<file path="src/rtl/sbi_pkg.sv">
package sbi_pkg;

  // Sign of a difference of two products, taken apart into two flags.
  // Positive is neither neg nor zero.
  typedef struct packed {
    logic neg;
    logic zero;
  } sign_t;

endpackage

</file>
<file path="src/rtl/sbi_sdiff.sv">
module sbi_sdiff #(
  parameter int W = 17
) (
  input  logic signed [W-1:0] a,
  input  logic signed [W-1:0] b,
  input  logic signed [W-1:0] c,
  input  logic signed [W-1:0] d,
  output sbi_pkg::sign_t      sgn
);

  logic signed [2*W-1:0] p;
  logic signed [2*W-1:0] q;
  logic        [2*W:0]   r;

  // Exact products at full width; one extra bit keeps the difference exact.
  assign p = a * b;
  assign q = c * d;
  assign r = {p[2*W-1], p} - {q[2*W-1], q};

  assign sgn.neg  = r[2*W];
  assign sgn.zero = (r == '0);

endmodule

</file>
<file path="config.mk">
export PLATFORM = sky130hd
export DESIGN_NAME = sbi_sdiff
export DESIGN_NICKNAME = d
export VERILOG_FILES = /design/src/rtl/sbi_pkg.sv /design/src/rtl/sbi_sdiff.sv
export SDC_FILE = /design/constraint.sdc
export NUM_CORES = 2
export LEC_CHECK = 0
export BUFFER_PORTS_ARGS = -buffer_cell sky130_fd_sc_hd__buf_2
export CAP_MARGIN = 10
export CORE_ASPECT_RATIO = 1.25
export CORE_MARGIN = 5
export CORE_UTILIZATION = 61
export DETAILED_ROUTE_END_ITERATION = 8
export PLACE_DENSITY = 0.8
export SLEW_MARGIN = 15
export SYNTH_ARGS = -nofsm -noshare
export SYNTH_HDL_FRONTEND = slang
export SYNTH_SLANG_ARGS = --single-unit
</file>
<file path="constraint.sdc">
create_clock -name vclk -period 7.64
set_input_delay 0 -clock vclk [all_inputs]
set_output_delay 0 -clock vclk [all_outputs]
set_load 0.03 [all_outputs]
</file>
==> results by stage <==
Status:
- The flow ran to the end, but the final reports show violations.
- The checks that failed: setup timing.

Timing:
- For the pin with the worst max-slew slack, the measured transition is 707 ps.
- The remaining max-slew budget at the tightest pin is between 50% and 60%.
- The number of slew-limit violations in the final report was 0.
- The count of endpoints failing hold in the final timing report was 0.
- The smallest setup slack after layout is -64.2 ps.
- For this run, the top clock speed supported by timing is ~130 MHz.
- Subtracting the final worst setup slack from the clock period gives 7700 ps.
- Setup repair after global routing could not meet its margin everywhere.
- Setup violations remaining at the end of the flow were counted as 1.
- The final period utilization is 101%.

Global route:
- Global routing finished with a remaining overflow of 0.
- The pin count of the biggest net entering global routing is 19.
- The number of antenna violations at the first check in global routing came to 0.
- Global routing consumed, on the met2 layer, between 50% and 60% of the routing resources.
- The fraction of met1 tracks used by global routing is 32.3%.
- Global routing used 29.6% of the available tracks across all layers.
- In the global route stage, met3 resource usage came out at under 10%.
- The wire length of the first global-routing pass is 96.1 mm.
- The global routing stage identified its most utilized layer as met2.
- The via count of the first global-routing pass is roughly 20000.

Synthesis:
- The Yosys step of the flow raised 0 warnings.
- The post-synthesis adder-cell area fraction is roughly two thirds.
- The cell area that synthesis handed to floorplanning was ~23000 um2.
- After synthesis, the netlist uses 54 different library cells.
- The main combinational cell family by area after synthesis is adder cells.
- Measured against the total synthesized area, the mux share comes to less than 1%.
- The simple-gate share of the synthesized area is 15.8%.
- The net count after synthesis is 3272.
- After Yosys synthesis, XOR and XNOR cells account for 1.44% of the synthesized area.
- Synthesis handed over a netlist of approximately 2400 instances.
- Summing the areas of all compound-gate instances in the mapped netlist gives about 3.3% of the synthesized area.
- The average instance area after synthesis is 9.43 um2.
- The register area share after synthesis is 0%.

Worst hold path:
- In this run the worst hold path is classified as input port to output pin.
- The source of the worst hold timing path is d[16].

Detailed routing:
- The DRC violation total after the first TritonRoute iteration is 1045.
- The number of DRC violations after detailed routing is 0.
- The antenna violation net count after detailed routing is 0.
- The sum of routed wire length over all layers is 58.1 mm.
- For this run, the detailed router's first-pass iteration total came to 5.
- The number of vias per cell after detailed routing is about 5.6.
- In the final routed layout, each cell accounts on average for 19.1 um.
- For this block, the via count after detailed routing is 16900.

Job:
- The max-cap violation count is 0.

Setup path:
- For this design, the slowest cell found on the critical path is sky130_fd_sc_hd__fa_1.
- The kind of cell adding the most delay to the critical path is adder cells.
- The critical path capture point type is an output pin.
- The required arrival time at the worst endpoint is 7640 ps.
- For the worst setup path, the data arrival time is 7700 ps.
- The worst setup path is launched from an input port.
- The signal on the critical path passes through buf_2 -> nand2_1 -> fa_1 -> fa_1 -> inv_1 -> fa_1 -> fa_1 -> inv_1 -> fa_1 -> fa_1 -> fa_1 -> inv_1 -> fa_1 -> inv_1 -> ha_2 -> o211ai_1 -> a2111o_1 -> a311oi_2 -> o2111ai_1 -> a21oi_1 -> o211ai_1 -> or4_4 -> nor4b_4 -> buf_6.
- The first element of the critical path is c[10].
- The critical path class is input port to output pin.
- For this run, the slowest stage of the critical path takes between 600 and 700 ps.
- Among the stages of the critical path, the cell type that occurs most often is sky130_fd_sc_hd__fa_1.
- The worst path buffer plus inverter count is 6.
- In this run the worst path has a maximum fanout of 17.

Place:
- The count of buffers inserted at the top-level ports is 70.
- The placed wire-length estimate after detailed placement is about 52 mm.
- After detailed placement, the design holds a cell count of 3032.
- The routability congestion estimate is roughly 1.
- Before CTS, the worst setup slack after placement is -319 ps.

Finish:
- The combined area of the multi-input logic cells is 19900 um2.
- The leading cell type in the layout, fill and taps excluded is sky130_fd_sc_hd__inv_1.
- The layout has 0 clock buffers.
- The fraction of layout instances using a drive strength above 1 is 11.0%.
- Leaving out fill and tap cells, the most frequent cells in the layout are sky130_fd_sc_hd__inv_1 (671), sky130_fd_sc_hd__fa_1 (646), sky130_fd_sc_hd__and2_1 (312).
- The sequential cell area is 0 um2.
- The number of cells in the finished layout apart from fillers is just over 3000.
- The antenna diode count is 0.
- The count of filler cells inserted in the layout is approximately 2700.
- Relative to the synthesized area, the layout overhead comes to 9.93%.
- The final layout contains a sequential cell count of 0.
- The final layout contains roughly 3400 nets.
- The post-route core utilization is between 60% and 70%.

Floorplanning:
- The floorplan die width is around 180 um.
- In this run the count of I/O pins placed on the die edge is 70.
- In this run the standard cell core region covers around 36000 um2.
- The full die area is roughly 41000 um2.
- The floorplan row count is between 70 and 80.
- From bottom edge to top edge, the die measures around 230 um.
- For this configuration, the core starts out at a cell density of 62.0%.
==> synthesized netlist by cell type, types with 3 or more instances <==
cell type | instances | area (um2)
sky130_fd_sc_hd__xnor2_1 | 28 | 245
sky130_fd_sc_hd__a21o_1 | 5 | 37.5
sky130_fd_sc_hd__o21a_1 | 6 | 45.0
sky130_fd_sc_hd__o21ai_0 | 18 | 90.1
sky130_fd_sc_hd__a31oi_1 | 4 | 25.0
sky130_fd_sc_hd__clkbuf_1 | 77 | 289
sky130_fd_sc_hd__a21oi_1 | 33 | 165
sky130_fd_sc_hd__mux2i_1 | 3 | 30.0
sky130_fd_sc_hd__and2_1 | 314 | 1960
sky130_fd_sc_hd__inv_1 | 674 | 2530
sky130_fd_sc_hd__ha_1 | 151 | 1890
sky130_fd_sc_hd__fa_1 | 659 | 13200
sky130_fd_sc_hd__nor2_1 | 36 | 135
sky130_fd_sc_hd__nor3_1 | 10 | 50.1
sky130_fd_sc_hd__nand2b_1 | 15 | 93.8
sky130_fd_sc_hd__nand4_1 | 9 | 56.3
sky130_fd_sc_hd__nand2_1 | 255 | 957
sky130_fd_sc_hd__nor2b_1 | 23 | 144
sky130_fd_sc_hd__and3_1 | 6 | 37.5
sky130_fd_sc_hd__o21ai_1 | 3 | 15.0
sky130_fd_sc_hd__nand3_1 | 3 | 15.0
sky130_fd_sc_hd__o211ai_1 | 6 | 45.0
sky130_fd_sc_hd__a2111o_1 | 3 | 33.8
sky130_fd_sc_hd__o2111ai_1 | 4 | 35.0
sky130_fd_sc_hd__a211oi_1 | 4 | 30.0
sky130_fd_sc_hd__xor2_1 | 9 | 78.8
==> path summary, 6_finish.rpt <==
kind	endpoint	slack (ps)	cells after the start
setup / recovery	sgn[0]	-60	24
hold / removal	sgn[1]	1510	8
==> worst min-delay path, stage by stage <==
cell                      delay, ps
sky130_fd_sc_hd__buf_2          280
sky130_fd_sc_hd__a21oi_1        210
sky130_fd_sc_hd__nor2_1         130
sky130_fd_sc_hd__xnor2_1        100
sky130_fd_sc_hd__xnor2_1        170
sky130_fd_sc_hd__xnor2_1        190
sky130_fd_sc_hd__xnor2_2        230
sky130_fd_sc_hd__buf_2          190
==> layout make-up <==
class	count	share of cell area, %
timing repair buffer	239	7.11
inverter	674	10.2
multi-input combinational	1642	80.3
tap	480	2.42
==> logic make-up (layout without fill, tap and decap cells) <==
| group | after synthesis | count (layout) |
|---|---|---|
| fa+ha+maj | 810 | 810 |
| buf+inv | 752 | 913 |
| simple gates | 682 | 682 |
| compound gates | 110 | 110 |
| xor+xnor | 37 | 37 |
| mux | 3 | 3 |
==> metal layers <==
metal,wire [um],part of all wire (%)
met3,3220,5.5
met5,0,0
met4,5600,9.6
met2,31200,54
met1,18000,31
==> per-stage QoR <==
stage	hold slack, ps	setup TNS, ps	area (um2)
5_1_grt	1610	-293	24800
2_1_floorplan	811	0	22600
3_5_place_dp	1520	-319	24600
4_1_cts	1530	0	24700
6_report	1510	-64.2	24800
3_3_place_gp	1520	-158	24600
==> timing repair <==
action                                  in CTS  in global routing
hold buffers                                 0                  0
endpoints found under the hold margin        0                  0
resized for setup                           27                 22
setup buffers                                1                  2
pin swaps                                   16                 14
endpoints found under the setup margin       1                  2
Power is left out: the tool's default activity adds up to more than one toggle a clock period on the data nets, which glitch-free logic cannot reach.
